`src/design/c2p_pkg.sv`:
```
// Package for the Cartesian-to-polar converter: payload and pipeline types,
// fixed-point constants and the arctangent table. No dependencies.
`timescale 1ns / 1ps

package c2p_pkg;

  localparam int SAMPLE_WIDTH = 16;
  localparam int GUARD_BITS   = 16;
  // x/y grow by the CORDIC gain (< 2) on top of a full-scale pre-rotation
  localparam int XY_W         = SAMPLE_WIDTH + GUARD_BITS + 3;
  // angle accumulator counts 2^-20 degree
  localparam int Z_W          = 30;
  localparam int SUM_W        = 2 * SAMPLE_WIDTH;
  localparam int ROOT_STEPS   = SAMPLE_WIDTH;
  localparam int TABLE_LEN    = 32;
  localparam int PHASE_SHIFT  = 13;
  localparam int PHASE_W      = Z_W - PHASE_SHIFT;
  localparam int ROUND_HALF   = 4096;
  localparam int ANGLE_90     = 94371840;
  localparam int PHASE_180    = 23040;
  localparam int PHASE_90     = 11520;
  localparam int MAG_MAX      = 65535;

  typedef struct packed {
    logic signed [15:0] real_part;
    logic signed [15:0] imag_part;
  } c2p_in_t;

  typedef struct packed {
    logic        [15:0] magnitude;
    logic signed [15:0] phase_degrees;
  } c2p_out_t;

  typedef struct packed {
    logic signed [XY_W-1:0] x;
    logic signed [XY_W-1:0] y;
    logic signed [Z_W-1:0]  z;
    logic [SUM_W-1:0]       rem;
    logic [SUM_W-1:0]       root;
    logic                   ovr;
    logic signed [15:0]     ovr_phase;
  } c2p_work_t;

  // atan(2^-i) in units of 2^-20 degree
  function automatic logic signed [Z_W-1:0] atan_entry(input int unsigned idx);
    int val;
    case (idx)
      0:  val = 47185920;
      1:  val = 27855475;
      2:  val = 14718068;
      3:  val = 7471121;
      4:  val = 3750058;
      5:  val = 1876857;
      6:  val = 938658;
      7:  val = 469357;
      8:  val = 234682;
      9:  val = 117342;
      10: val = 58671;
      11: val = 29335;
      12: val = 14668;
      13: val = 7334;
      14: val = 3667;
      15: val = 1833;
      16: val = 917;
      17: val = 458;
      18: val = 229;
      19: val = 115;
      20: val = 57;
      21: val = 29;
      22: val = 14;
      23: val = 7;
      24: val = 4;
      25: val = 2;
      26: val = 1;
      default: val = 0;
    endcase
    return Z_W'(val);
  endfunction

endpackage

```
`src/design/c2p_front.sv`:
```
// Input stage: squares for the magnitude, quadrant pre-rotation for the
// CORDIC and detection of the exact-angle cases. Depends on c2p_pkg.
`timescale 1ns / 1ps

module c2p_front import c2p_pkg::*; (
  input  logic      clk,
  input  logic      rst,
  input  logic      in_valid,
  output logic      in_ready,
  input  c2p_in_t   in_data,
  output logic      out_valid,
  input  logic      out_ready,
  output c2p_work_t out_work
);

  logic signed [SAMPLE_WIDTH-1:0] re;
  logic signed [SAMPLE_WIDTH-1:0] im;
  logic signed [SAMPLE_WIDTH:0]   re_neg;
  logic signed [SAMPLE_WIDTH:0]   im_neg;
  logic [SAMPLE_WIDTH-1:0]        abs_re;
  logic [SAMPLE_WIDTH-1:0]        abs_im;
  logic [SUM_W-1:0]               sq_re;
  logic [SUM_W-1:0]               sq_im;
  logic signed [XY_W-1:0]         x0;
  logic signed [XY_W-1:0]         y0;
  logic                           re_zero;
  logic                           im_zero;
  c2p_work_t                      work_next;

  always_comb begin
    re      = in_data.real_part;
    im      = in_data.imag_part;
    re_neg  = -{re[SAMPLE_WIDTH-1], re};
    im_neg  = -{im[SAMPLE_WIDTH-1], im};
    abs_re  = re[SAMPLE_WIDTH-1] ? re_neg[SAMPLE_WIDTH-1:0] : re;
    abs_im  = im[SAMPLE_WIDTH-1] ? im_neg[SAMPLE_WIDTH-1:0] : im;
    sq_re   = abs_re * abs_re;
    sq_im   = abs_im * abs_im;
    x0      = {{(XY_W-SAMPLE_WIDTH-GUARD_BITS){re[SAMPLE_WIDTH-1]}}, re,
               {GUARD_BITS{1'b0}}};
    y0      = {{(XY_W-SAMPLE_WIDTH-GUARD_BITS){im[SAMPLE_WIDTH-1]}}, im,
               {GUARD_BITS{1'b0}}};
    re_zero = (re == '0);
    im_zero = (im == '0);

    work_next.rem  = sq_re + sq_im;
    work_next.root = '0;

    // fold the left half-plane into the right one
    if (re[SAMPLE_WIDTH-1] && !im[SAMPLE_WIDTH-1]) begin
      work_next.x = y0;
      work_next.y = -x0;
      work_next.z = Z_W'(ANGLE_90);
    end else if (re[SAMPLE_WIDTH-1]) begin
      work_next.x = -y0;
      work_next.y = x0;
      work_next.z = -(Z_W'(ANGLE_90));
    end else begin
      work_next.x = x0;
      work_next.y = y0;
      work_next.z = '0;
    end

    work_next.ovr       = re_zero || im_zero;
    work_next.ovr_phase = '0;
    if (re_zero && im_zero) begin
      work_next.ovr_phase = '0;
    end else if (im_zero) begin
      work_next.ovr_phase = re[SAMPLE_WIDTH-1] ? 16'(PHASE_180) : '0;
    end else if (re_zero) begin
      work_next.ovr_phase = im[SAMPLE_WIDTH-1] ? -(16'(PHASE_90)) : 16'(PHASE_90);
    end
  end

  assign in_ready = !out_valid || out_ready;

  always_ff @(posedge clk) begin
    if (rst) begin
      out_valid <= 1'b0;
    end else if (in_ready) begin
      out_valid <= in_valid;
    end
  end

  always_ff @(posedge clk) begin
    if (in_valid && in_ready) begin
      out_work <= work_next;
    end
  end

endmodule

```
`config.mk`:
```
export PLATFORM = sky130hd
export DESIGN_NAME = c2p_front
export DESIGN_NICKNAME = d
export VERILOG_FILES = /design/src/design/c2p_pkg.sv /design/src/design/c2p_front.sv
export SDC_FILE = /design/constraint.sdc
export NUM_CORES = 1
export LEC_CHECK = 0
export BUFFER_PORTS_ARGS = -buffer_cell sky130_fd_sc_hd__buf_2
export CORE_ASPECT_RATIO = 1.25
export CORE_MARGIN = 2
export CORE_UTILIZATION = 30
export CTS_BUF_LIST = sky130_fd_sc_hd__clkbuf_4 sky130_fd_sc_hd__clkbuf_8
export DETAILED_ROUTE_END_ITERATION = 12
export GPL_TIMING_DRIVEN = 0
export PLACE_DENSITY = 0.44
export SKIP_CTS_REPAIR_TIMING = 1
export SLEW_MARGIN = 20
export SYNTH_ARGS = -nofsm -noshare
export SYNTH_HDL_FRONTEND = slang
export SYNTH_SLANG_ARGS = --single-unit
```
`constraint.sdc`:
```
create_clock -name clk -period 30.3 [get_ports clk]
set_clock_uncertainty 0.05 [all_clocks]
set_input_delay 1.515 -clock clk [delete_from_list [all_inputs] [get_ports clk]]
set_output_delay 1.515 -clock clk [all_outputs]
set_load 0.005 [all_outputs]
```
[Yosys cells after proc, flatten, opt, wreduce, memory -nomap -nowiden]
Cells that the tools add are included.
Operators by class
  reductions and logical operators: 10
  multiply operators: 2
  add/sub/neg operators: 5
  bitwise logic cells: 1
  muxes and demuxes: 8
Operators by type and width (number)
  100-bit 2-to-1 mux: 2
  16-bit 2-to-1 mux: 5
  32-bit negator with 35-bit output: 2
  16-bit by 16-bit multiplier with 32-bit output: 2
  32-bit adder: 1
  16-bit zero test: 2
  16-bit negator: 2
  15-bit 2-to-1 mux: 1
  1-bit logical AND: 3
  1-bit zero test: 2
  1-bit logical OR: 2
  2-bit OR reduction: 1
  1-bit inverter: 1
Word-level totals
  output and inout port bits: 183
  flip-flop bits (word level): 150
  bits of input ports: 36
  logic and storage cells: 34

[Depth between registers and ports, before layout]
  depth after elaboration: 4
  depth in mapped cells: 34

[Least setup slack after synthesis]
OpenSTA, ideal clock, no wires.
  kind: input port to flip-flop
  from: input in_data[18] (netlist bit)
  to: register out_work[79] (netlist bit) (data pin)
  setup slack: 19.441 ns
  setup time: 0.258 ns
  buffers on the path: 2
  data arrival time: 10.551 ns
  cell stages on the path: 31
  path through: buf_2 -> or3_4 -> or3_4 -> or4b_4 -> or3_4 -> or3_4 -> and2_4 -> xor2_4 -> clkinv_2 -> buf_6 -> nor2_1 -> fa_1 -> fa_1 -> inv_1 -> fa_1 -> fa_1 -> inv_1 -> fa_1 -> fa_1 -> fa_1 -> inv_1 -> fa_1 -> inv_1 -> ha_1 -> nand3_1 -> nor2_1 -> a2111oi_0 -> o221ai_1 -> a31o_2 -> a21oi_1 -> xnor2_1
RTL lines
  start, declared: RTL line c2p_front.sv:10  | input c2p_in_t in_data,
  end signal, assigned: RTL line c2p_front.sv:87  | out_work <= work_next;
  end, declared: RTL line c2p_front.sv:13  | output c2p_work_t out_work

==> metrics <==
status=completed; Worst-path clk slew=0.12 ns; nets=2838; worst hold path type=reg -> reg; period utilisation layout=40.4%; Clock Latency Late Sink=0.44 ns; Iter 0 DRT Violations=~640; r2r endpoint=out_work[68]$_DFFE_PP_; global-route wire length before repair=82600 um; First-pass DRT Iterations=5; Worst EP required=30.46 ns; r2r worst-path depth=3; Syn Inst Count=~2000; vias=13400; Post-synth ARST share=0%; Synth Area in Simple Gates=10.1%; die area=0.0654 mm^2; DRT antenna net count=0; flop2flop setup slack=28.62 ns; Yosys top cell area share=40.7%; Yosys reg bits=80; Hold Vio Cnt, Final=0; Die Ht=285 um; synthesized area per cell=9.47 um^2; most common library cells after synthesis=inv_1 (543), fa_1 (386), ha_1 (186); largest family of logic cells by synthesized area=adder cells; core area=roughly 0.063 mm^2; clk root buf=clkbuf_8; drc violations=0; total wire length=53700 um; Top cell by count, worst path=fa_1; # H-tree levels=3; row count=103; post-synthesis mux area share=0.171%; minimum clock period=12.26 ns; remaining global-route overflow=0; CP arrival=12.42 ns; Yosys warnings=0; end point of the critical path=out_work[80]$_DFFE_PP_; sequential-to-total area share from yosys stat=12.6%; post-route insts no fill=3076; drt via density=4.37; Ports=~220; share of post-route cells with drive strength above 1=between 10% and 20%; area grow syn2layout=12.2%; Synth cell types=64; Max Root-Sink Buffers=2; largest net degree at the start of global routing=44; Top FF cell, synth=edfxtp_1; Synth Area in Adders=roughly 53%; post-route setup TNS=0 ns; area leader, netlist=fa_1; number of flops mapped to enable cells by yosys=79; grt met3 use=between 2 and 2.5%; slowest CP cell=clkinv_1; number of placed instances, taps included=3059; Synth Area in Compound Gates=under 10%; routability cong.=between 0.8 and 0.9; XOR/XNOR Fraction of Synth Area=around 3.9%; grt met2 use=a little under a third; cts bufs inserted=9; post-route design area=roughly 0.021 mm^2; RSZ-0062 raised after global routing=false; placed inst area=0.0211 mm^2; Setup crit start kind=input port; initial antenna violation count=2; leading post-synthesis cells by cell area=fa_1 (41%), edfxtp_1 (12%), ha_1 (12%), inv_1 (11%), buf_4 (4.1%); CP peak stage delay=0.73 ns; Max-Cap Viols=0; Final setup viols=0; Die Wd=229 um; Reg-to-Reg Start=out_valid$_SDFFE_PP0N_; hpwl dp=roughly 46000 um; Hold WS=between 0.4 and 0.5 ns; crit-path max FO=10; CP endpoint kind=flip-flop; crit path kind=in -> reg; maximum clock rate=81.6 MHz; fillers=roughly 6700; Mapped Area=0.0190 mm^2; vias in the first global route=14600; busiest layer in global routing=met2; Setup crit start=in_data[16]; overall routing resource usage=16.9%; Max-slew headroom=24.9%; CTS tree=done; I/O Buffers=115; Clock Sinks=80; WL/cell=about 17 um; Max Transition Viols Final=0; worst slew pin tran=1.12 ns; Global Route met1 Usage=19.2%; Starting Density=30.2%; most frequent cell after synthesis=inv_1
==> layout make-up <==
class	instances	area [um^2]	share of cell area [%]
clock inverter	6	65.1	0.305
inverter	558	2100	9.83
antenna	1	2.50	0.0117
multi-input combinational	1311	14000	65.6
tap	840	1050	4.93
timing repair buffer	118	619	2.90
buffer	152	973	4.56
clock buffer	10	131	0.616
sequential	80	2390	11.2
==> logic make-up (layout without fill, tap and decap cells) <==
family,Yosys count,count (layout)
buffers and inverters,710,844
adders and majority gates,572,572
xor gates and xnor gates,82,82
muxes,3,3
DFF,80,80
AOI/OAI and AO/OA,127,127
other,1,97
and+or+nand+nor,431,431
==> worst min path at each step <==
stage                                       from                      to  slack [ns]  depth (start not counted)
final                     out_valid$_SDFFE_PP0N_  out_valid$_SDFFE_PP0N_        0.49                          2
after global routing      out_valid$_SDFFE_PP0N_  out_valid$_SDFFE_PP0N_        0.55                          2
after CTS                 out_valid$_SDFFE_PP0N_  out_valid$_SDFFE_PP0N_        0.49                          2
after detailed placement  out_valid$_SDFFE_PP0N_  out_valid$_SDFFE_PP0N_        0.47                          2
after global placement    out_valid$_SDFFE_PP0N_  out_valid$_SDFFE_PP0N_        0.45                          2
after floorplan           out_valid$_SDFFE_PP0N_  out_valid$_SDFFE_PP0N_        0.47                          2
==> flip-flops by register name, summed over array words and instances, names as in the netlist <==
signal,cells
out_work,79
out_valid,1
==> placed cells by master, fill, tap and decap left out, drive strengths merged, types with 7 or more instances in the layout <==
cell and n:
ha 186, buf 228, or3 9, nand3 12, nor3 18, nand4 7
fa 386, o21ai 19, nand2b 14, clkbuf 52, inv 548, xnor2 54
xor2 28, clkinv 14, a211oi 8, conb 96, a21oi 54, nor2 171
a21o 16, nand2 147, and2 29, edfxtp 79
==> per-layer routing <==
layer | share of wire [%] | vias up
li1 | - | 6224
met1 | 36 | 6782
met2 | 55 | 351
met3 | 4.3 | 82
met4 | 4.2 | 0
met5 | 0 | -
==> metrics by stage <==
step                worst slack [ns]  utilization [%]
finish                         18.04             33.9
global placement               15.80             33.4
global route                   17.45             33.9
detailed placement             17.55             33.6
floorplan                      19.44                -
CTS                            18.05             33.9
==> critical path: cells and delay by family <==
| family | cells | cell delay [ns] |
|---|---|---|
| buf+inv | 11 | 2.29 |
| fa+ha+maj | 10 | 4.70 |
| simple gates | 5 | 1.12 |
| xor+xnor | 1 | 0.71 |
| compound gates | 7 | 2.05 |
Power is not shown: default switching activity piles up to over one toggle a cycle in this logic, so the estimate is an artifact.
