**src/design/c2p_pkg.sv**
```systemverilog
// Package for the Cartesian-to-polar converter: payload and pipeline types,
// fixed-point constants and the arctangent table. No dependencies.
`timescale 1ns / 1ps

package c2p_pkg;

  localparam int SAMPLE_WIDTH = 16;
  localparam int GUARD_BITS   = 16;
  // x/y grow by the CORDIC gain (< 2) on top of a full-scale pre-rotation
  localparam int XY_W         = SAMPLE_WIDTH + GUARD_BITS + 3;
  // angle accumulator counts 2^-20 degree
  localparam int Z_W          = 30;
  localparam int SUM_W        = 2 * SAMPLE_WIDTH;
  localparam int ROOT_STEPS   = SAMPLE_WIDTH;
  localparam int TABLE_LEN    = 32;
  localparam int PHASE_SHIFT  = 13;
  localparam int PHASE_W      = Z_W - PHASE_SHIFT;
  localparam int ROUND_HALF   = 4096;
  localparam int ANGLE_90     = 94371840;
  localparam int PHASE_180    = 23040;
  localparam int PHASE_90     = 11520;
  localparam int MAG_MAX      = 65535;

  typedef struct packed {
    logic signed [15:0] real_part;
    logic signed [15:0] imag_part;
  } c2p_in_t;

  typedef struct packed {
    logic        [15:0] magnitude;
    logic signed [15:0] phase_degrees;
  } c2p_out_t;

  typedef struct packed {
    logic signed [XY_W-1:0] x;
    logic signed [XY_W-1:0] y;
    logic signed [Z_W-1:0]  z;
    logic [SUM_W-1:0]       rem;
    logic [SUM_W-1:0]       root;
    logic                   ovr;
    logic signed [15:0]     ovr_phase;
  } c2p_work_t;

  // atan(2^-i) in units of 2^-20 degree
  function automatic logic signed [Z_W-1:0] atan_entry(input int unsigned idx);
    int val;
    case (idx)
      0:  val = 47185920;
      1:  val = 27855475;
      2:  val = 14718068;
      3:  val = 7471121;
      4:  val = 3750058;
      5:  val = 1876857;
      6:  val = 938658;
      7:  val = 469357;
      8:  val = 234682;
      9:  val = 117342;
      10: val = 58671;
      11: val = 29335;
      12: val = 14668;
      13: val = 7334;
      14: val = 3667;
      15: val = 1833;
      16: val = 917;
      17: val = 458;
      18: val = 229;
      19: val = 115;
      20: val = 57;
      21: val = 29;
      22: val = 14;
      23: val = 7;
      24: val = 4;
      25: val = 2;
      26: val = 1;
      default: val = 0;
    endcase
    return Z_W'(val);
  endfunction

endpackage

```
**src/design/c2p_stage.sv**
```systemverilog
// One pipeline step: a CORDIC micro-rotation by atan(2^-K) if K < ITERATIONS
// and a restoring square-root result bit if K < ROOT_STEPS. Depends on c2p_pkg.
`timescale 1ns / 1ps

module c2p_stage import c2p_pkg::*; #(
  parameter int K          = 0,
  parameter int ITERATIONS = 16
) (
  input  logic      clk,
  input  logic      rst,
  input  logic      in_valid,
  output logic      in_ready,
  input  c2p_work_t in_work,
  output logic      out_valid,
  input  logic      out_ready,
  output c2p_work_t out_work
);

  localparam bit ROTATE  = (K < ITERATIONS);
  localparam bit ROOT_EN = (K < ROOT_STEPS);
  localparam int BIT_POS = ROOT_EN ? (SUM_W - 2 - 2 * K) : 0;
  localparam logic [SUM_W:0] ROOT_BIT = (SUM_W+1)'(1) << BIT_POS;

  logic signed [XY_W-1:0] dx;
  logic signed [XY_W-1:0] dy;
  logic signed [Z_W-1:0]  da;
  logic [SUM_W:0]         trial;
  c2p_work_t              work_next;

  always_comb begin
    work_next = in_work;
    dx        = in_work.y >>> K;
    dy        = in_work.x >>> K;
    da        = atan_entry(K);
    trial     = {1'b0, in_work.root} + ROOT_BIT;

    if (ROTATE) begin
      // rotate toward the x axis, both updates from the old x and y
      if (!in_work.y[XY_W-1]) begin
        work_next.x = in_work.x + dx;
        work_next.y = in_work.y - dy;
        work_next.z = in_work.z + da;
      end else begin
        work_next.x = in_work.x - dx;
        work_next.y = in_work.y + dy;
        work_next.z = in_work.z - da;
      end
    end

    if (ROOT_EN) begin
      if ({1'b0, in_work.rem} >= trial) begin
        work_next.rem  = in_work.rem - trial[SUM_W-1:0];
        work_next.root = (in_work.root >> 1) + ROOT_BIT[SUM_W-1:0];
      end else begin
        work_next.root = in_work.root >> 1;
      end
    end
  end

  assign in_ready = !out_valid || out_ready;

  always_ff @(posedge clk) begin
    if (rst) begin
      out_valid <= 1'b0;
    end else if (in_ready) begin
      out_valid <= in_valid;
    end
  end

  always_ff @(posedge clk) begin
    if (in_valid && in_ready) begin
      out_work <= work_next;
    end
  end

endmodule

```
**config.mk**
```make
export PLATFORM = sky130hd
export DESIGN_NAME = c2p_stage
export DESIGN_NICKNAME = d
export VERILOG_FILES = /design/src/design/c2p_pkg.sv /design/src/design/c2p_stage.sv
export SDC_FILE = /design/constraint.sdc
export NUM_CORES = 1
export LEC_CHECK = 0
export BUFFER_PORTS_ARGS = -buffer_cell sky130_fd_sc_hd__buf_2
export CORE_MARGIN = 5
export CORE_UTILIZATION = 45
export CTS_CLUSTER_SIZE = 20
export DETAILED_ROUTE_END_ITERATION = 8
export GPL_TIMING_DRIVEN = 0
export PLACE_DENSITY = 0.7
export SYNTH_ARGS = -nofsm -noshare
export SYNTH_HDL_FRONTEND = slang
export SYNTH_SLANG_ARGS = --single-unit
```
**constraint.sdc**
```tcl
create_clock -name clk -period 8.1 [get_ports clk]
set_input_delay 1.62 -clock clk [delete_from_list [all_inputs] [get_ports clk]]
set_output_delay 1.62 -clock clk [all_outputs]
set_load 0.05 [all_outputs]
```
Yosys cells after proc, flatten, opt, wreduce, memory -nomap -nowiden --
Index checks and enable logic that the tools add are counted.
Cells by class: add/sub/neg operators 8, $lt $le $gt $ge 1, multiplexer cells 3, reductions and logical operators 3
Operators by type and width (count):
- $mux W100 | 1
- $sub A35 B35 Y35 | 2
- $add A35 B35 Y35 | 1
- $add A32 B31 Y33 const B | 1
- $ge A32 B33 Y1 | 1
- $add A31 B31 Y32 const B | 1
- $mux W32 | 1
- $sub A32 B32 Y32 | 1
- $mux W31 | 1
- $add A30 B27 Y30 const B | 1
- $sub A30 B27 Y30 const B | 1
- $logic_and A1 B1 Y1 | 1
- $logic_not A1 Y1 | 1
- $logic_or A1 B1 Y1 | 1
Storage, ports and cells: register bits 182, input bits 185, output and inout bits 183, word-level logic and storage cells 24

Longest topological paths before layout --
Gate-level depths: netlist (run 1).
depth in word-level cells 3, gate-level depth with buffers 14, mapped depth without buffers 12

Worst setup path after synthesis (run 1) --
OpenSTA, ideal clock, no wires.
path kind input port to flip-flop, start point in out_ready, end point reg out_work[0] (netlist bit) (enable), library setup time 0.561 ns, data arrival time 6.260 ns, required time 7.539 ns, slack 1.279 ns, cell stages on the path 2, buffers on the path 0, cell sequence nand2b_1 and2_1
Between the ends: cells in the longest elaborated chain, start to end 2
RTL lines:
- start, declared | line c2p_stage.sv:15 | input logic out_ready,
- $logic_or A1 B1 Y1 | line c2p_stage.sv:60 | assign in_ready = !out_valid || out_ready;
- $logic_and A1 B1 Y1 | line c2p_stage.sv:71 | if (in_valid && in_ready) begin
- end signal, assigned | line c2p_stage.sv:72 | out_work <= work_next;
- end, declared | line c2p_stage.sv:16 | output c2p_work_t out_work
Every way passes these cells. A chain may end at the register's enable or synchronous reset.

==> results of run 1 <==
==> cell usage in the layout (no fill, tap or decap), drive strengths merged, types with 35 or more instances in the layout <==
master	n
a21o	45
a21oi	178
buf	406
clkbuf	41
edfxtp	180
ha	145
inv	162
nand2	70
nor2	102
nor3	37
o21ai	93
o21bai	35
xnor2	82
==> logic make-up after synthesis <==
| kind of cell | share of synthesized area [%] |
|---|---|
| buffers and inverters | 6.22 |
| XOR/XNOR | 5.92 |
| multiplexers | 3.28 |
| AO/OA/AOI/OAI | 22.1 |
| flip-flops | 37.8 |
| AND/OR/NAND/NOR | 11.3 |
| adder cells (fa/ha/maj) | 13.3 |
==> sequential cells by signal (all words and copies together) (netlist names) <==
| register | flops |
|---|---|
| out_work | 180 |
| out_valid | 1 |
==> critical path: stages <==
cell      delay (ns)
buf_2           0.18
inv_1           0.09
clkbuf_1        0.46
clkbuf_1        0.81
ha_1            0.42
a21oi_1         0.25
o21bai_1        0.10
a21oi_1         0.22
o21bai_1        0.09
a21oi_1         0.23
o21bai_1        0.10
a21oi_1         0.17
xnor2_1         0.08
==> power by group through the flow <==
stage                     registers [W]  clock network, W  logic, W
after floorplan                 0.00155                 0  0.000601
after global placement          0.00122                 0   0.00128
after detailed placement        0.00121                 0   0.00129
after CTS                       0.00119          0.000880   0.00130
after global routing            0.00120          0.000924   0.00140
final                           0.00119          0.000868   0.00131
==> how the worst max path moves through the flow <==
stage                    end  depth (start not counted)          from
6_report       out_work[110]                         13  in_work[145]
5_1_grt        out_work[110]                         13  in_work[145]
4_1_cts        out_work[110]                         13  in_work[145]
3_5_place_dp   out_work[110]                         13  in_work[145]
3_3_place_gp   out_work[172]                          3     out_ready
2_1_floorplan    out_work[0]                          2     out_ready
==> per-layer routing <==
| metal | vias up | part of all wire, % | GRT usage [%] |
|---|---|---|---|
| li1 | 6259 | - | - |
| met2 | 598 | 47 | 43.9 |
| met3 | 123 | 7.3 | 5.24 |
| met4 | 2 | 4.5 | 12.0 |
| met1 | 6174 | 41 | 32.1 |
| met5 | - | 0.040 | 0 |
==> stage by stage <==
stage,setup slack (ns),cells,hold slack [ns]
after floorplan,1.28,1510,1.11
after global placement,0.00866,2279,0.519
after detailed placement,3.06,2281,0.533
after CTS,3.55,2313,0.543
after global routing,3.35,2318,0.602
final,3.48,2320,0.541
==> area by class of cell <==
| class | instances | area, um2 | area share (%) |
|---|---|---|---|
| inverters | 156 | 588 | 3.39 |
| clock inverters | 15 | 168 | 0.966 |
| clock buffers | 17 | 425 | 2.45 |
| flip-flops and latches | 181 | 5430 | 31.3 |
| well taps | 402 | 503 | 2.90 |
| plain buffers | 61 | 304 | 1.75 |
| diodes | 7 | 17.5 | 0.101 |
| multi-input cells | 1112 | 8030 | 46.3 |
| repair buffers | 369 | 1890 | 10.9 |
==> results.cfg, run 1 <==
[run_status]
outcome = complete, no violations

[global_route]
grt_pass1_wl_um = 72700
grt.overflow.total = 0
grt_max_degree = 72
track_usage_pct = 26.0
grt_pass1_vias = 13100
antenna_found_initial = 6

[yosys]
syn-num-nets = 1845
synth.area.top_cells = edfxtp_1 (38%), ha_1 (13%), a21oi_1 (6.1%)
synth_warnings = 0
synth_cells = 1510
synthFlopType = edfxtp_1
synth_area_per_cell_um2 = 9.50
synthTopCellsByCount = edfxtp_1 (180), a21oi_1 (175), inv_1 (154), ha_1 (145), nor2_1 (102)
synth_seq_cells = 181
synth.top_cell.area_share_pct = 37.7
synth-async-reset-ratio_pct = 0
synth-seq-area-share_pct = 37.8
synth_largest_area_cell = edfxtp_1
synth.most_common_cell = edfxtp_1
yosysUniqueCellTypes = 86
synth_area_um2 = 14300
synth_edf_count = 180

[floorplanning]
die_x_um = 189
die-area_um2 = 35600
core-area_um2 = 31600
initial_utilization_pct = 45.5
io_pins = 368
row_count = 65
dieHeight_um = 189

[timing]
max-slew-margin-rel_pct = 33.5
slew_violations = 0
skew_ns = 0.0164
grt_setup_unrepaired = no
worst_pin_slew_ns = 0.998
fmax_mhz = 217
timing.final.crit_share_pct = 57.0
setup_viol = 0
final.setup.tns_ns = 0
finalCriticalPeriod_ns = 4.62
hold_viol = 0

[pwr]
p_total_w = 0.00336
p_leak_nw = 7.84
power.share.clock_pct = 25.8
p_sw_w = 0.00136
p_sw_share_pct = 40.4
powerDensity_nw_per_um2 = 194
pwr-share-comb_pct = 38.9
ir_drop_mv = 0.138
internal_power_w = 0.00201
seqPwrFrac_pct = 35.3

[placement]
numPortBuffers = 367
dp_hpwl_um = 38700
routabilityCongestion = 0.940
placed_area_um2 = 16700

[clock_network]
cts_max_level = 4
ctsResizeCount = 0
clkTransAtPathRegs_ns = 0.08
cts_buffers = 17
insertion_delay_ns = 0.47
cts_hold_buf = 0
cts-root-buf = clkbuf_16
clock_sinks = 181
cts_buffer_depth = 2
cts_tree = built
cts_setup_buffers = 0

[route]
ant_nets = 0
via_per_inst = 5.67
drc = 0
vias = 13200
drt_first_pass_iters = 6
dr.first_iter.drc_count = 984
drt-total-wl_um = 47800
route.detailed.wl_per_inst_um = 20.6

[setup_path]
crit_type = in -> reg
cp.arrival_ns = 4.82
cp-end-kind = register
r2r_end = out_work[136]
worstReg2RegStart = out_valid
regToRegSetupSlack_ns = 6.23
critPathRequiredTime_ns = 8.31
crit_fanout = 13
r2r.worst_path.cells = 3
startpoint_type = input port

[layout]
fin_nets = 2233
syn_to_final_growth_pct = 21.0
final_cell_area_um2 = 17400
drive_above_1_share_pct = 25.8
final_util_pct = 55.0
fillCellCount = 2889

[job]
maxCapViolCount = 0

[hold_path]
hp-start = out_valid
hold_path_depth = 2
min_to = out_valid
hold_path_class = reg -> reg
Note: power is estimated with default switching activity, not from simulation.
==> run 2, diff against run 1 <==
Clock period 8.1 ns to 4.44 ns, I/O delays scaled along.
==> run 2 against run 1 <==
Clock-buffer cell count is the same. Clock power grew 79%. Worst hold slack gained 0.0050 ns. Critical path type unchanged. Combinational power grew 82%. Sequential power grew 82%. Flip-flop and latch count is the same. Non-clock buffer count is the same.
==> results.cfg, run 2 (synthesis gave the netlist of run 1 again) <==
[layout]
fin_nets = 2233
regMostFlops = out_work
syn_to_final_growth_pct = 20.9
reg_top3 = out_work (180), out_valid (1)
instances_no_fill = 2318
drive_above_1_share_pct = 25.7
largest_reg_flops = 180
final_cell_mix = buf_2 (387), edfxtp_1 (180), a21oi_1 (175), inv_1 (154), ha_1 (145)
final_util_pct = 55.0
layout_commonest_cell = buf_2

[global_route]
grt_pass1_wl_um = 72600
grt.overflow.total = 0
grt_max_degree = 74
grt_pass1_vias = 13000
track_usage_pct = 26.0
antenna_found_initial = 8

[setup_path]
cp.arrival_ns = 3.97
cp_cell_sequence = buf_2, inv_1, clkbuf_1, clkbuf_1, ha_1, a21oi_1, o21bai_1, a21oi_1, o21bai_1, a21oi_1, o21bai_1, a21oi_1, xnor2_1
startpoint_type = input port
r2r.worst_path.cells = 4
cp.buffers_inverters = 4
critPathSlowestCell = clkbuf_1
crit_path_start = in_work[145]
cp-end-kind = register
r2r_end = out_work[50]
crit_family = buffers and inverters
crit_type = in -> reg
crit_end = out_work[110]
crit_top_cell = a21oi_1
cp_num_cells = 13
regToRegSetupSlack_ns = 2.35
crit_fanout = 13
critPathRequiredTime_ns = 4.66
worstReg2RegStart = out_valid
slowest_delay_ns = 0.77

[route]
via_per_inst = 5.70
drc = 0
route.detailed.wl_per_inst_um = 20.7
ant_nets = 0
dr.first_iter.drc_count = 961
drt-total-wl_um = 48100
vias = 13200
drt_first_pass_iters = 5

[timing]
max-slew-margin-rel_pct = 35.3
timing.final.crit_share_pct = 84.7
slew_violations = 0
final.setup.tns_ns = 0
worst_pin_slew_ns = 0.970
grt_setup_unrepaired = no
finalCriticalPeriod_ns = 3.76
skew_ns = 0.00932
hold_viol = 0
setup_viol = 0
fmax_mhz = 266

[clock_network]
clkTransAtPathRegs_ns = 0.08
cts_buffer_depth = 2
cts_max_level = 4
clock_sinks = 181
cts-root-buf = clkbuf_16
cts_hold_buf = 0
cts_setup_buffers = 0
ctsResizeCount = 0
cts_tree = built
insertion_delay_ns = 0.46
cts_buffers = 17

[pwr]
ir_drop_mv = 0.285
p_leak_nw = 7.83
powerDensity_nw_per_um2 = 351

[floorplanning]
io_pins = 368
row_count = 65
core-area_um2 = 31600
die_x_um = 189
die-area_um2 = 35600
dieHeight_um = 189
initial_utilization_pct = 45.5

[placement]
dpl.cell_count = 2281
routabilityCongestion = 0.963
numPortBuffers = 367
dp_hpwl_um = 38700

[run_status]
outcome = complete, no violations

[job]
maxCapViolCount = 0

[hold_path]
hold_path_class = reg -> reg
==> run 2: cell count changes in the layout (fill, tap and decap cells not counted), sizes merged <==
cell	delta
bufinv	-1
clkinvlp	+1
diode	-2
==> run 2: report_power, final <==
group | internal (W) | total [W] | switching, W | leakage (nW)
registers | 0.00212 | 0.00217 | 0.0000439 | 1.75
logic | 0.000735 | 0.00238 | 0.00164 | 5.81
clock network | 0.000753 | 0.00155 | 0.000795 | 0.276
total | 0.00361 | 0.00609 | 0.00248 | 7.83
==> run 2: worst min-delay path by stage <==
stage	start	endpoint	slack [ns]	depth (start not counted)
floorplan	rst	out_valid	0.96	1
global placement	out_valid	out_valid	0.49	2
detailed placement	out_valid	out_valid	0.54	2
CTS	out_valid	out_valid	0.56	2
global route	in_work[82]	out_work[82]	0.57	1
finish	out_valid	out_valid	0.55	2
==> run 2: metrics by stage <==
step / instance area (um2) / power (W) / setup slack, ns / hold WS [ns]
6_report: 17300 / 0.00609 / 0.681 / 0.546
3_3_place_gp: 16700 / 0.00454 / -0.154 / 0.488
5_1_grt: 17300 / 0.00637 / 0.423 / 0.574
3_5_place_dp: 16700 / 0.00455 / 0.211 / 0.544
4_1_cts: 17300 / 0.00610 / 0.709 / 0.556
2_1_floorplan: 14400 / 0.00391 / 0.326 / 0.957
==> run 2: metal layers <==
| layer | vias up | global-route usage [%] | wire (um) |
|---|---|---|---|
| li1 | 6263 | - | - |
| met1 | 6212 | 31.0 | 19200 |
| met2 | 618 | 45.4 | 23200 |
| met3 | 117 | 6.19 | 3860 |
| met4 | 8 | 10.2 | 1800 |
| met5 | - | 0 | 55 |
==> run 2: layout make-up <==
cell class,instances,area (um2)
Clock buffer,17,425
Sequential cell,181,5430
Buffer,61,304
Inverter,156,588
Multi-Input combinational cell,1112,8030
Fill cell,2935,14200
Tap cell,402,503
Timing Repair Buffer,369,1890
Antenna cell,5,12.5
Clock inverter,15,163
==> run 2: worst register-to-register path: stages, from the launching register on <==
cell      delay [ns]
dfxtp_1         0.32
nand2b_1        0.10
and2_4          0.58
buf_16          0.35
buf_16          0.36
==> run 3, diff against run 2 <==
Settings changed: ABC_AREA from default to 1, PLACE_DENSITY 0.7 to 0.71.
Clock period 4.44 ns to 3.05 ns, I/O delays scaled along.
==> run 3 against run 2 <==
Via count rose by 28%. Final cell count is 33% higher. Combinational power grew 55%. Sequential power rose by 44%. Wire length rose by 32%. Clock power increased by 58%. Clock skew up 0.0036 ns. Worst setup slack worse by 0.38 ns. Core utilization hardly changed. Total power rose by 52%.
==> results.cfg, run 3 <==
[yosys]
synth-compound-area-share_pct = 12.9
synth-async-reset-ratio_pct = 0
synthTopCellsByCount = nand2_1 (604), inv_1 (311), nand3_1 (215), nor2_1 (197), a21oi_1 (183)
synthXorXnorAreaFrac_pct = 2.70
synth_largest_area_cell = edfxtp_1
synth_area_per_cell_um2 = 7.15
synth_fa_ha_area_share_pct = 12.1
synthMuxAreaShare_pct = 0
synth-seq-area-share_pct = 34.2
synth_edf_count = 180
synth_seq_cells = 181
synth_cells = 2220
synth.area.top_cells = edfxtp_1 (34%), nand2_1 (14%), ha_1 (11%)
yosysUniqueCellTypes = 45
synthSimpleGateAreaFrac_pct = 28.8
synth_area_um2 = 15900
synth.most_common_cell = nand2_1
synth_top_family_by_area = simple AND/OR/NAND/NOR gates
synth.top_cell.area_share_pct = 34.1
syn-num-nets = 2555
synth_warnings = 0
synthFlopType = edfxtp_1

[route]
ant_nets = 0
vias = 16900
dr.first_iter.drc_count = 1426
via_per_inst = 5.47
drt-total-wl_um = 63600
drt_first_pass_iters = 6
route.detailed.wl_per_inst_um = 20.6
drc = 0

[layout]
syn_to_final_growth_pct = 20.2
instances_no_fill = 3080
final_cell_mix = nand2_1 (604), buf_2 (391), inv_1 (309), nand3_1 (215), nor2_1 (197)
drive_above_1_share_pct = 18.3
regMostFlops = out_work
largest_reg_flops = 180
n_antenna_cell = 0
fin_nets = 2947
reg_top3 = out_work (180), out_valid (1)
layout_commonest_cell = nand2_1
fillCellCount = 3479

[placement]
numPortBuffers = 367
routabilityCongestion = 1.05
dpl.cell_count = 3048
dp_hpwl_um = 53900

[clock_network]
cts_hold_buf = 0
insertion_delay_ns = 0.48
ctsResizeCount = 0
cts_tree = built
cts-root-buf = clkbuf_16
clkTransAtPathRegs_ns = 0.08
clock_sinks = 181
cts_max_level = 4
cts_buffers = 17
cts_buffer_depth = 2
cts_setup_buffers = 0

[floorplanning]
die-area_um2 = 39100
io_pins = 368
row_count = 68
die_x_um = 198
core-area_um2 = 34700
dieHeight_um = 198
initial_utilization_pct = 45.7

[setup_path]
critPathRequiredTime_ns = 3.23
crit_type = in -> reg
r2r.worst_path.cells = 4
crit_fanout = 10
startpoint_type = input port
cp-end-kind = register
cp.arrival_ns = 2.93
cp_cell_sequence = buf_2, inv_1, ha_1, buf_2, a21oi_1, o21ai_0, a21oi_1, o21ai_1, or2_2, nand3_1, nand2_1
slowest_delay_ns = 0.35
critPathSlowestCell = a21oi_1
regToRegSetupSlack_ns = 1.02

[global_route]
track_usage_pct = 31.1
grt_pass1_vias = 16400
antenna_found_initial = 2
grt_max_degree = 33
grt.overflow.total = 0
grt_pass1_wl_um = 93500

[timing]
setup_viol = 0
hold_viol = 0
max-slew-margin-rel_pct = 33.4
grt_setup_unrepaired = no
slew_violations = 0
fmax_mhz = 363
skew_ns = 0.0130
final.setup.tns_ns = 0
holdWs_ns = 0.308
worst_pin_slew_ns = 0.999
timing.final.crit_share_pct = 90.2
finalCriticalPeriod_ns = 2.75

[pwr]
powerDensity_nw_per_um2 = 486
p_leak_nw = 9.62
ir_drop_mv = 0.425
p_total_w = 0.00927

[hold_path]
hold_path_depth = 2
hold_path_class = in -> reg

[run_status]
outcome = complete, no violations

[job]
maxCapViolCount = 0
run 3: cell types whose count changed in the layout (fill, tap and decap cells not counted), sizes merged, moves of 39 or more:
cell,change
nor2,+101
nand2,+542
xnor2,-75
o21ai,+39
nand3,+201
inv,+158
run 3: cells by family (layout without fill, tap and decap cells):
kind of cell    count (synthesis)  count (layout)
compound gates                378             378
xor+xnor                       49              49
fa+ha+maj                     150             150
buf+inv                       368             773
flops                         181             181
simple gates                 1094            1094
run 3: path summary, 6_finish.rpt:
check | from | to
max | in_work[118] | out_work[129]
min | rst | out_valid
max reg2reg | out_valid | out_work[46]
min reg2reg | out_valid | out_valid
run 3: worst max-delay path: cells and delay by family:
family	cells	cell delay, ns
AOI/OAI and AO/OA	4	1.08
and+or+nand+nor	3	0.54
buffers and inverters	3	0.37
adders and majority gates	1	0.33
run 3: through the flow:
stage	util (%)	setup WS [ns]	cell area (um2)
global route	54.9	0.158	19100
detailed placement	53.1	-0.112	18400
floorplan	-	-0.969	15900
CTS	54.9	0.364	19100
global placement	52.7	-2.33	18300
finish	54.9	0.298	19100
run 3: power breakdown:
group / leakage (nW) / switching (W) / internal [W]
registers: 1.76 / 0.0000654 / 0.00306
logic: 7.55 / 0.00272 / 0.000981
clock network: 0.311 / 0.00117 / 0.00127
total: 9.62 / 0.00396 / 0.00531
run 3: final cells by class:
| class | instances | area (um2) | share of cell area, % |
|---|---|---|---|
| inverter | 313 | 1190 | 6.23 |
| timing repair buffer | 373 | 1960 | 10.3 |
| clock buffer | 18 | 429 | 2.25 |
| sequential | 181 | 5430 | 28.5 |
| clock inverter | 14 | 210 | 1.10 |
| tap | 455 | 569 | 2.99 |
| buffer | 55 | 313 | 1.64 |
| multi-input combinational | 1671 | 8970 | 47.0 |
run 3: routing by layer:
layer  up-vias  part of all wire, %  GRT usage [%]
li1       8097                    -              -
met1      7857                   41           39.2
met2       781                   47           53.8
met3       120                  8.0           5.31
met4         4                  3.6           11.4
met5         -                0.050              0
