$ cat src/design/c2p_pkg.sv
// Package for the Cartesian-to-polar converter: payload and pipeline types,
// fixed-point constants and the arctangent table. No dependencies.
`timescale 1ns / 1ps

package c2p_pkg;

  localparam int SAMPLE_WIDTH = 16;
  localparam int GUARD_BITS   = 16;
  // x/y grow by the CORDIC gain (< 2) on top of a full-scale pre-rotation
  localparam int XY_W         = SAMPLE_WIDTH + GUARD_BITS + 3;
  // angle accumulator counts 2^-20 degree
  localparam int Z_W          = 30;
  localparam int SUM_W        = 2 * SAMPLE_WIDTH;
  localparam int ROOT_STEPS   = SAMPLE_WIDTH;
  localparam int TABLE_LEN    = 32;
  localparam int PHASE_SHIFT  = 13;
  localparam int PHASE_W      = Z_W - PHASE_SHIFT;
  localparam int ROUND_HALF   = 4096;
  localparam int ANGLE_90     = 94371840;
  localparam int PHASE_180    = 23040;
  localparam int PHASE_90     = 11520;
  localparam int MAG_MAX      = 65535;

  typedef struct packed {
    logic signed [15:0] real_part;
    logic signed [15:0] imag_part;
  } c2p_in_t;

  typedef struct packed {
    logic        [15:0] magnitude;
    logic signed [15:0] phase_degrees;
  } c2p_out_t;

  typedef struct packed {
    logic signed [XY_W-1:0] x;
    logic signed [XY_W-1:0] y;
    logic signed [Z_W-1:0]  z;
    logic [SUM_W-1:0]       rem;
    logic [SUM_W-1:0]       root;
    logic                   ovr;
    logic signed [15:0]     ovr_phase;
  } c2p_work_t;

  // atan(2^-i) in units of 2^-20 degree
  function automatic logic signed [Z_W-1:0] atan_entry(input int unsigned idx);
    int val;
    case (idx)
      0:  val = 47185920;
      1:  val = 27855475;
      2:  val = 14718068;
      3:  val = 7471121;
      4:  val = 3750058;
      5:  val = 1876857;
      6:  val = 938658;
      7:  val = 469357;
      8:  val = 234682;
      9:  val = 117342;
      10: val = 58671;
      11: val = 29335;
      12: val = 14668;
      13: val = 7334;
      14: val = 3667;
      15: val = 1833;
      16: val = 917;
      17: val = 458;
      18: val = 229;
      19: val = 115;
      20: val = 57;
      21: val = 29;
      22: val = 14;
      23: val = 7;
      24: val = 4;
      25: val = 2;
      26: val = 1;
      default: val = 0;
    endcase
    return Z_W'(val);
  endfunction

endpackage

$ cat src/design/c2p_back.sv
// Output stage: round the root to nearest, scale and clamp the angle, apply
// the exact-angle cases. Holds the result register. Depends on c2p_pkg.
`timescale 1ns / 1ps

module c2p_back import c2p_pkg::*; (
  input  logic      clk,
  input  logic      rst,
  input  logic      in_valid,
  output logic      in_ready,
  input  c2p_work_t in_work,
  output logic      out_valid,
  input  logic      out_ready,
  output c2p_out_t  out_data
);

  logic [SUM_W-1:0]          mag_round;
  logic signed [Z_W-1:0]     z_round;
  logic signed [PHASE_W-1:0] phase_full;
  c2p_out_t                  data_next;

  always_comb begin
    // remainder above the root means the true root is past the half point
    mag_round  = (in_work.rem > in_work.root) ? in_work.root + SUM_W'(1) : in_work.root;
    z_round    = in_work.z + Z_W'(ROUND_HALF);
    phase_full = PHASE_W'(z_round >>> PHASE_SHIFT);

    data_next.magnitude = (mag_round > SUM_W'(MAG_MAX)) ? 16'(MAG_MAX)
                                                        : mag_round[15:0];
    if (in_work.ovr) begin
      data_next.phase_degrees = in_work.ovr_phase;
    end else if (phase_full > PHASE_W'(PHASE_180)) begin
      data_next.phase_degrees = 16'(PHASE_180);
    end else if (phase_full < -(PHASE_W'(PHASE_180))) begin
      data_next.phase_degrees = -(16'(PHASE_180));
    end else begin
      data_next.phase_degrees = phase_full[15:0];
    end
  end

  assign in_ready = !out_valid || out_ready;

  always_ff @(posedge clk) begin
    if (rst) begin
      out_valid <= 1'b0;
    end else if (in_ready) begin
      out_valid <= in_valid;
    end
  end

  always_ff @(posedge clk) begin
    if (in_valid && in_ready) begin
      out_data <= data_next;
    end
  end

`ifndef SYNTHESIS
  a_reset_clears: assert property (@(posedge clk) rst |=> !out_valid)
    else $error("result valid after reset");
  a_load_sets: assert property (@(posedge clk) disable iff (rst)
    in_valid && in_ready |=> out_valid)
    else $error("loaded request not presented");
  a_bubble_clears: assert property (@(posedge clk) disable iff (rst)
    !in_valid && in_ready |=> !out_valid)
    else $error("result presented without a request");
  a_phase_range: assert property (@(posedge clk) disable iff (rst)
    out_valid |-> (out_data.phase_degrees <= 16'sd23040) &&
                  (out_data.phase_degrees >= -16'sd23040))
    else $error("phase outside half-turn range");
`endif

endmodule

$ cat config.mk
export PLATFORM = sky130hd
export DESIGN_NAME = c2p_back
export DESIGN_NICKNAME = d
export VERILOG_FILES = /design/src/design/c2p_pkg.sv /design/src/design/c2p_back.sv
export SDC_FILE = /design/constraint.sdc
export NUM_CORES = 1
export LEC_CHECK = 0
export BUFFER_PORTS_ARGS = -buffer_cell sky130_fd_sc_hd__buf_2
export CORE_MARGIN = 3
export CORE_UTILIZATION = 47
export DETAILED_ROUTE_END_ITERATION = 16
export PLACE_DENSITY = 0.87
export SLEW_MARGIN = 5
export SYNTH_ARGS = -nofsm -noshare
export SYNTH_HDL_FRONTEND = slang
export SYNTH_SLANG_ARGS = --single-unit
$ cat constraint.sdc
create_clock -name clk -period 5.16 [get_ports clk]
set_input_delay 0.774 -clock clk [delete_from_list [all_inputs] [get_ports clk]]
set_output_delay 0.774 -clock clk [all_outputs]
set_load 0.01 [all_outputs]
Word-level counts from Yosys, hierarchy flattened:

Cells that the tools add are included.

* register bits after elaboration: 33
* bits of input ports: 185
* output and inout bits: 34
* logic and storage cells: 16

* add/sub/neg operators: 2
* magnitude comparators: 4
* multiplexer cells: 4
* reductions and logical operators: 3

Operator list (number)
* $mux 16: 3
* $add 32x1->32 const B: 1
* $gt 32x16->1 const B: 1
* $gt 32x32->1: 1
* $mux 32: 1
* $add 30x14->30 const B: 1
* $gt 17x16->1 const B: 1
* $lt 17x16->1 const B: 1
* $logic_and 1x1->1: 1
* $logic_not 1->1: 1
* $logic_or 1x1->1: 1

Logic depth before layout (Yosys ltp):

Gate-level depths: netlist of the first run.

* depth after elaboration: 5
* gate-level depth with buffers: 13
* depth with buffers taken out: 11

Least setup slack after synthesis of the first run:

No wires, ideal clock.

* path kind: input -> register
* start: input port in_work[47] (netlist bit)
* end: register out_data[22] (netlist bit) (data pin)
* setup time: 0.255 ns
* arrival time: 2.988 ns
* data required time: 4.905 ns
* path slack: 1.917 ns
* stages on the path: 13
* path buffers: 2
* cell sequence: inv_1 ha_1 nand4_1 nor4_1 and3_1 buf_2 nor4_4 o2111ai_1 xnor2_1 nand3_1 nor3_4 buf_6 nand2_1

* longest elaborated chain between the ends: 3
* elaborated cells between the ends (all ways): 4
* those cells by class: add/sub: 1; order compare: 2; mux: 1

RTL lines
* start: declaration: RTL line c2p_back.sv:10 `input c2p_work_t in_work,`
* $add 32x1->32 or $gt 32x32->1 (tied branches): RTL line c2p_back.sv:23 `mag_round = (in_work.rem > in_work.root) ? in_work.root + SUM_W'(1) : in_work.root;`
* $mux 32 (*): RTL line c2p_back.sv:23
* $gt 32x16->1: RTL line c2p_back.sv:27 `data_next.magnitude = (mag_round > SUM_W'(MAG_MAX)) ? 16'(MAG_MAX)`
* end signal: assignment: RTL line c2p_back.sv:52 `out_data <= data_next;`
* end: declaration: RTL line c2p_back.sv:13 `output c2p_out_t out_data`

Mark *: on every way between the ends. The rest lies on a longest branch, timed or not.
A chain may end at the register's enable or synchronous reset.

Worst setup path after layout of the first run:

* start: input port in_work[44] (netlist bit)
* end: register out_data[17] (netlist bit) (data pin)

Same word-level chain as after synthesis.

==> impl_metrics.toml, run 1 <==
[sta]
finalSetupTns_ns = 0
finalClockSkew_ns = 0.007575
final-max-slew-violation-count = 0
fin_crit_ns = 3.720
worst_slew_pin_slew_ns = 0.6370
holdWs_ns = 0.5540
setup_viol = 0
hold_viol = 0
rsz0062_at_grt = "false"
post-route-period-util_pct = 72.10
slew_headroom_pct = 57.40
clock.fmax_ghz = 0.2688

[job]
maxCapViolations = 0

[global_route]
first_global_vias = 3395
grt_pass1_wl_mm = 15.08
grt_use_total_pct = 21.59
overflow = 0
antenna_found_initial = 0
grt_max_degree = 33

[power_and_ir_drop]
vdd_ir_drop_max_uv = 95.05
p_leak_nw = 1.869
netSwitchingPower_w = 0.0002258
combPwrFrac_pct = 28.6
p_int_w = 0.0005624
clkPwrFrac_pct = 31.7
p_per_area_nw_per_um2 = 183.5
power_frac_seq_pct = 39.7
sw_frac_of_total_pct = 28.64

[finish]
fillers = 591
area_delta_synth_final_pct = 24.11
drive_gt1_share_pct = 29.44
nets = 758
diodes = 0

[die]
die_area_um2 = 8429
chipWidth_um = 91.81
die_h_um = 91.81
start_util_pct = 49.57
ios = 219
rows = 30
coreArea_um2 = 6982

[synthesis]
ys_ff_latch = 33
synth_top_family_by_area = "simple AND/OR/NAND/NOR gates"
synth.distinct_cells = 63
synth_top_cells_by_area = "edfxtp_1, ha_1, xnor2_1"
synth_flop_cell = "edfxtp_1"
syn-num-nets = 628
synth_compound_area_share_pct = 15.37
synthCells = 409
yosys-mux-area-fraction_pct = 2.350
yosys_warnings = 0
async_reset_ff_share_pct = 0
synthAdderAreaFrac_pct = 12.29
synth-seq-area-share_pct = 28.34
synth_edf_count = 32
yosysMostFrequentCell = "nand2_1"
synth-xor-area-share_pct = 8.858
yosys.area.top_type_share_pct = 27.77
yosys.area.top_type = "edfxtp_1"
synthesis.area_um2 = 3461
netlist_top_cells_count = "nand2_1, inv_1, ha_1, edfxtp_1, xnor2_1"
avgSynthCellArea_um2 = 8.462
yosys.area_share.simple_pct = 25.52

[detailed_routing]
routed_wl_mm = 9.500
vias_per_cell = 5.649
initialDrtViolationCount = 185
drc_errors = 0
drtAntennaViolNets = 0
wl_per_cell_um = 14.94
vias = 3593
drt_pass1_iterations = 4

[clock_tree]
post-cts-setup-buffers = 0
ctsRootBufferMaster = "clkbuf_8"
cts_sinks = 33
numCtsBuffers = 5
cts_tree = "done"
insertion_delay_ns = 0.29
path_clk_slew_ns = 0.07
cts.path.max_buffers = 2
ctsHoldBuffers = 0
cts.repair.resized = 0
cts_max_level = 2

[placement]
gp_congestion = 0.9271
portBuffers = 136
dp_hpwl_mm = 7.743

[setup_path]
ff2ff_path_depth = 3
rrSetupSlack_ns = 3.90
cp-start-kind = "primary input"
worstPathArrival_ns = 3.73
timing.rr.start = "out_valid"
worstSetupPathType = "in2reg"
crit_path_end_kind = "flop"
required_ns = 5.17
regToRegEndpoint = "out_data[31]"
critPathCapture = "out_data[17]"
startpoint = "in_work[44]"
crit_fanout = 16

[status]
status = "complete, no violations"

[min_path]
hold_path.class = "reg2reg"
hold_depth = 2
-- worst min path at each step --
stage               startpoint  slack (ns)   endpoint
finish               out_valid        0.55  out_valid
global route         out_valid        0.57  out_valid
CTS                  out_valid        0.56  out_valid
detailed placement   out_valid        0.55  out_valid
global placement     out_valid        0.51  out_valid
floorplan            out_valid        0.59  out_valid
-- area by class of cell --
cell class	instances	area [um2]	share of cell area (%)
tap	96	120.1	2.796
inverter	41	153.9	3.583
multi-input combinational	320	2228	51.88
timing repair buffer	138	695.7	16.20
sequential	33	980.9	22.84
clock inverter	1	30.03	0.6991
clock buffer	7	86.33	2.010
-- per-stage QoR --
step	worst slack (ns)	cells	area (um2)	util (%)	total power [W]
after floorplan	1.917	409	3461	-	0.0004479
after global placement	1.234	628	4179	59.86	0.0005320
after detailed placement	1.171	628	4179	59.86	0.0005403
after CTS	1.477	636	4295	61.52	0.0007884
after global routing	1.181	636	4295	61.52	0.0008285
final	1.440	636	4295	61.52	0.0007882
-- metal layers --
layer | vias up | routed length [um] | global-route usage [%]
met4 | 0 | 294 | 9.406
met3 | 31 | 701 | 2.543
met2 | 176 | 4371 | 35.67
met1 | 1627 | 4132 | 28.37
met5 | - | 0 | 0
li1 | 1759 | - | -
-- power by group through the flow --
stage	logic, W	clock network [W]	registers (W)
after floorplan	0.000121	0	0.000326
after global placement	0.000214	0	0.000318
after detailed placement	0.000222	0	0.000319
after CTS	0.000224	0.000252	0.000313
after global routing	0.000251	0.000264	0.000314
final	0.000226	0.000250	0.000313
-- state kept, by name (all words and copies together) (netlist names) --
register,cells
out_data,32
out_valid,1
-- cells by family after synthesis --
group	count (synthesis)
AO/OA/AOI/OAI	79
multiplexers	8
XOR/XNOR	35
adder cells (fa/ha/maj)	34
flip-flops	33
AND/OR/NAND/NOR	164
buffers and inverters	56
-- placed cells by master, fill, tap and decap left out, drive strengths merged, types with 3 or more instances in the layout --
cell type	instances
buf	138
xnor2	27
a221o	3
nor4	13
nand2b	4
edfxtp	32
or2	3
and2	4
nor2	21
ha	34
o21ai	20
o211ai	7
xor2	8
o2111ai	4
clkbuf	7
a21oi	22
nand2	53
nand3	21
inv	41
and4	7
mux2i	7
nand4	14
and3	5
or3	3
a32o	3
nor3	10
-- critical path, cell delays in order --
cell	delay, ns
buf_2	0.12
inv_1	0.06
ha_1	0.32
nand4_1	0.21
nor4_1	0.10
and3_1	0.31
nor4_4	0.53
o2111ai_1	0.22
xnor2_1	0.20
nand3_1	0.14
nor3_4	0.58
o211ai_1	0.17
(Power assumes the default switching activity.)
==> inputs of run 2 (changes only) <==
--- a/config.mk
+++ b/config.mk
@@ -7,9 +7,9 @@
 export LEC_CHECK = 0
 export BUFFER_PORTS_ARGS = -buffer_cell sky130_fd_sc_hd__buf_2
 export CORE_MARGIN = 3
-export CORE_UTILIZATION = 47
+export CORE_UTILIZATION = 40
 export DETAILED_ROUTE_END_ITERATION = 16
-export PLACE_DENSITY = 0.87
+export PLACE_DENSITY = 0.79
 export SLEW_MARGIN = 5
 export SYNTH_ARGS = -nofsm -noshare
 export SYNTH_HDL_FRONTEND = slang
==> constraint.sdc (replaced) <==
create_clock -name clk -period 3.2 [get_ports clk]
set_input_delay 0.48 -clock clk [delete_from_list [all_inputs] [get_ports clk]]
set_output_delay 0.48 -clock clk [all_outputs]
set_load 0.01 [all_outputs]
==> run 2 against run 1 <==
Net effect:
- sequential share of layout area down 2.8 points
- critical path depth up 4
- wire length up 9.9%
- worst hold slack worse by 0.21 ns
- non-clock buffer count up 76
- design area up 14%
- via count up 7.7%
- first-iteration DRC count down 13%
- total power up 60%
- sequential power up 61%
- combinational power up 97%
- worst setup slack worse by 1.3 ns
- critical path type unchanged
- critical endpoint unchanged
- highest routed layer unchanged
==> impl_metrics.toml, run 2 (synthesized netlist as in run 1, its figures left out) <==
[power_and_ir_drop]
p_leak_nw = 2.227
p_per_area_nw_per_um2 = 258.0
vdd_ir_drop_max_uv = 149.5

[die]
chipWidth_um = 99.02
coreArea_um2 = 8299
rows = 33
die_h_um = 99.02
ios = 219
start_util_pct = 41.70
die_area_um2 = 9804

[sta]
slew_headroom_pct = 68.06
finalClockSkew_ns = 0.006728
finalSetupTns_ns = 0
setup_viol = 0
clock.fmax_ghz = 0.3297
fin_crit_ns = 3.033
rsz0062_at_grt = "false"
holdWs_ns = 0.3460
hold_viol = 0
final-max-slew-violation-count = 0
worst_slew_pin_slew_ns = 0.4755
post-route-period-util_pct = 94.79

[setup_path]
path_depth = 16
worstSetupPathType = "in2reg"
cp_slowest_stage_delay_ns = 0.39
crit_chain = "buf_2 > inv_1 > ha_1 > nand4_1 > nor4_2 > buf_4 > and3_1 > buf_6 > nor4_4 > buf_4 > o211ai_1 > mux2i_1 > o211ai_1 > nor3_4 > buf_12 > o211ai_1"
ff2ff_path_depth = 3
cp_top_family = "simple AND/OR/NAND/NOR gates"
crit_fanout = 16
critPathMostFrequentCell = "o211ai_1"
crit_slowest_cell = "nor4_2"
worstPathArrival_ns = 3.07
crit_path_end_kind = "flop"
required_ns = 3.24
cp.buffers_inverters = 6
cp-start-kind = "primary input"

[detailed_routing]
drc_errors = 0
vias_per_cell = 5.368
routed.top_layer = "met4"
routed_wl_mm = 10.44
initialDrtViolationCount = 161
vias = 3870
drt_pass1_iterations = 5
drtAntennaViolNets = 0
wl_met1_mm = 4.363
wl_per_cell_um = 14.48
wl_met2_mm = 5.121
wl_met3_um = 788

[clock_tree]
cts_tree = "done"
cts.path.max_buffers = 2
numCtsBuffers = 5
ctsHoldBuffers = 0
insertion_delay_ns = 0.29
cts_sinks = 33
ctsRootBufferMaster = "clkbuf_8"
cts_max_level = 2
path_clk_slew_ns = 0.07

[finish]
layout_commonest_cell = "buf_2"
area_delta_synth_final_pct = 41.25
regMostFlops = "out_data"
design_area_um2 = 4888
layout_common_cells = "buf_2, buf_4, nand2_1"
fillers = 713
drive_gt1_share_pct = 38.96
fin_cells = 721
nets = 834
largest_register_ffs = 32
final_util_pct = 58.90
reg_top3 = "out_data x32, out_valid x1"
diodes = 0

[placement]
gp_congestion = 0.8962
place_area_um2 = 4758
dp_hpwl_mm = 8.760
placedCellCount = 711
portBuffers = 136

[global_route]
grt_pass1_wl_mm = 16.82
antenna_found_initial = 0
grt_max_degree = 33
overflow = 0
grt_use_total_pct = 20.86
first_global_vias = 3815

[job]
maxCapViolations = 0

[min_path]
hold_depth = 2
hold_path.class = "in2reg"

[status]
status = "complete, no violations"
==> run 2: cell count changes in the layout (fill, tap and decap cells not counted), sizes merged <==
cell,before,now
clkbuf,7,5
clkinv,0,2
clkinvlp,0,1
bufinv,1,0
buf,138,214
==> run 2: report_power, final <==
part,leakage [nW],switching [W],internal [W]
clock,0.0439,0.000162,0.000150
sequential,0.287,0.00000482,0.000499
combinational,1.90,0.000230,0.000215
total,2.23,0.000397,0.000864
==> run 2: what timing repair did <==
action,CTS,global route
resized for setup,0,5
setup buffers,0,2
endpoints found under the setup margin,0,16
endpoints found under the hold margin,0,0
==> run 2: worst register-to-register path, delay by kind of cell (launching register included) <==
family / cells / cell delay (ns)
and+or+nand+nor: 2 / 0.24
buffers and inverters: 1 / 0.36
DFF: 1 / 0.31
==> run 2: path summary, 6_finish.rpt <==
kind / from / endpoint / slack, ns
max: in_work[36] / out_data[17] / 0.17
min: rst / out_valid / 0.35
max reg2reg: out_valid / out_data[30] / 1.95
min reg2reg: out_valid / out_valid / 0.52
==> run 2: layout make-up <==
class / count / area [um2] / share of cell area [%]
Sequential cell: 33 / 980.9 / 20.07
Clock inverter: 3 / 17.52 / 0.3583
Tap cell: 105 / 131.4 / 2.687
Timing Repair Buffer: 214 / 1282 / 26.23
Clock buffer: 5 / 68.82 / 1.408
Multi-Input combinational cell: 320 / 2253 / 46.10
Inverter: 41 / 153.9 / 3.148
==> run 2: metal layers <==
metal / GRT usage, % / vias up
met5: 0 / -
met1: 26.57 / 1778
li1: - / 1911
met2: 36.47 / 168
met3: 2.760 / 13
met4: 6.618 / 0
==> run 2: through the flow <==
stage	worst slack (ns)	power [W]
6_report	0.1666	0.001261
5_1_grt	0.01462	0.001334
4_1_cts	0.07053	0.001253
3_5_place_dp	-0.2280	0.0009489
3_3_place_gp	-0.1952	0.0009295
2_1_floorplan	0.2507	0.0007223
==> inputs of run 3 (changes only) <==
--- a/config.mk
+++ b/config.mk
@@ -10,7 +10,7 @@
 export CORE_UTILIZATION = 40
 export DETAILED_ROUTE_END_ITERATION = 16
 export PLACE_DENSITY = 0.79
-export SLEW_MARGIN = 5
+export RECOVER_POWER = 100
 export SYNTH_ARGS = -nofsm -noshare
 export SYNTH_HDL_FRONTEND = slang
 export SYNTH_SLANG_ARGS = --single-unit
==> run 3 against run 2 <==
Net effect:
- the run now ends with max-capacitance violations, max-slew violations left
- via count fell by 0.36%
- worst setup slack worse by 0.018 ns
- wire length grew 0.55%
- final cell count unchanged
- total power shrank 0.60%
- critical path type unchanged
==> impl_metrics.toml, run 3 (synthesized netlist as in run 1, its figures left out) <==
[clock_tree]
cts_max_level = 2
insertion_delay_ns = 0.30
cts_tree = "done"
cts.path.max_buffers = 2
path_clk_slew_ns = 0.07
ctsRootBufferMaster = "clkbuf_8"
numCtsBuffers = 5
cts_sinks = 33

[detailed_routing]
wl_per_cell_um = 14.56
initialDrtViolationCount = 158
vias_per_cell = 5.348
routed_wl_mm = 10.50
drt_pass1_iterations = 6
drtAntennaViolNets = 0
drc_errors = 0
vias = 3856

[sta]
rsz0062_at_grt = "false"
clock.fmax_ghz = 0.3277
finalClockSkew_ns = 0.008979
finalSetupTns_ns = 0
slew_headroom_pct = -10.14
setup_viol = 0
holdWs_ns = 0.3459
worst_slew_pin_slew_ns = 1.652
post-route-period-util_pct = 95.35
final-max-slew-violation-count = 33
fin_crit_ns = 3.051
hold_viol = 0

[power_and_ir_drop]
sw_frac_of_total_pct = 31.54
p_per_area_nw_per_um2 = 260.3
netSwitchingPower_w = 0.0003954
p_leak_nw = 2.142
vdd_ir_drop_max_uv = 151.7
combPwrFrac_pct = 34.8
p_int_w = 0.0008582
power_frac_seq_pct = 40.4
clkPwrFrac_pct = 24.9

[global_route]
antenna_found_initial = 0
overflow = 0
grt_use_total_pct = 20.86
grt_pass1_wl_mm = 16.82
grt_max_degree = 33
first_global_vias = 3815

[finish]
drive_gt1_share_pct = 32.63
layout_common_cells = "buf_2, buf_4, nand2_1"
reg_top3 = "out_data x32, out_valid x1"
diodes = 0
regMostFlops = "out_data"
seq_area_um2 = 980.9
multi_input_area_um2 = 2228
layout_commonest_cell = "buf_2"
nets = 834
area_delta_synth_final_pct = 39.15
fin_cells = 721
largest_register_ffs = 32
fillers = 733

[setup_path]
cp_slowest_stage_delay_ns = 0.33
crit_slowest_cell = "ha_1"
worstSetupPathType = "in2reg"
crit_fanout = 16
worstPathArrival_ns = 3.09
required_ns = 3.24
crit_path_end_kind = "flop"
ff2ff_path_depth = 3
cp-start-kind = "primary input"
critPathMostFrequentCell = "buf_4"
crit_chain = "buf_2 > inv_1 > ha_1 > nand4_1 > nor4_2 > buf_4 > and3_1 > buf_6 > nor4_1 > buf_4 > o2111ai_2 > xnor2_1 > nand3_1 > nor3_4 > buf_12 > o211ai_1"

[die]
start_util_pct = 41.70
die_h_um = 99.02
coreArea_um2 = 8299
rows = 33
die_area_um2 = 9804
ios = 219
chipWidth_um = 99.02

[status]
violations = "max-capacitance violations, max-slew violations"
status = "finished with violations"

[placement]
gp_congestion = 0.8962
placedCellCount = 711
portBuffers = 136
dp_hpwl_mm = 8.760

[min_path]
hold_path.class = "in2reg"
hold_depth = 2

[job]
maxCapViolations = 1
[run 3: cell types whose count changed in the layout (fill, tap and decap cells not counted), sizes merged]
cell,before,now
buf,214,178
clkbuf,5,41
[run 3: power by group through the flow]
stage / clock (W) / combinational (W) / sequential, W
2_1_floorplan: 0 / 0.000196 / 0.000526
3_3_place_gp: 0 / 0.000416 / 0.000513
3_5_place_dp: 0 / 0.000435 / 0.000514
4_1_cts: 0.000311 / 0.000438 / 0.000505
5_1_grt: 0.000334 / 0.000484 / 0.000508
6_report: 0.000312 / 0.000436 / 0.000506
[run 3: cell type report]
type,instances,share of cell area (%)
clock inverters,3,0.3637
well taps,105,2.728
repair buffers,214,25.64
flip-flops and latches,33,20.37
clock buffers,5,1.429
multi-input cells,320,46.27
inverters,41,3.196
[run 3: final timing paths]
path	from	end	slack (ns)
setup reg to reg	out_valid	out_data[23]	1.04
hold / removal	rst	out_valid	0.35
setup / recovery	in_work[38]	out_data[17]	0.15
hold reg to reg	out_valid	out_valid	0.53
[run 3: critical path: cells and delay by family]
family,cells,cell delay (ns)
adders and majority gates,1,0.33
and+or+nand+nor,6,1.09
buffers and inverters,6,0.78
AOI/OAI and AO/OA,2,0.22
xor gates and xnor gates,1,0.18
[run 3: routing by layer]
layer	track usage, %	vias to the layer above	share of wire [%]	routed length [um]
li1	-	1910	-	-
met1	26.57	1773	42	4372
met2	36.47	155	49	5130
met3	2.760	18	7.4	778
met4	6.618	0	2.0	214
met5	0	-	0	0
[run 3: repair_timing]
| item | 4_1_cts | 5_1_grt |
|---|---|---|
| buffers inserted | 0 | 2 |
| hold buffers | 0 | 0 |
| gates resized for setup | 0 | 5 |
| endpoints found under the setup margin | 0 | 16 |
[run 3: stage by stage]
stage	utilization, %	worst slack (ns)	cell area, um2	total power, W
4_1_cts	58.37	0.07053	4845	0.001253
6_report	58.03	0.1487	4816	0.001254
3_3_place_gp	57.33	-0.1952	4758	0.0009295
5_1_grt	58.03	0.006374	4816	0.001326
3_5_place_dp	57.33	-0.2280	4758	0.0009489
2_1_floorplan	-	0.2507	3461	0.0007223
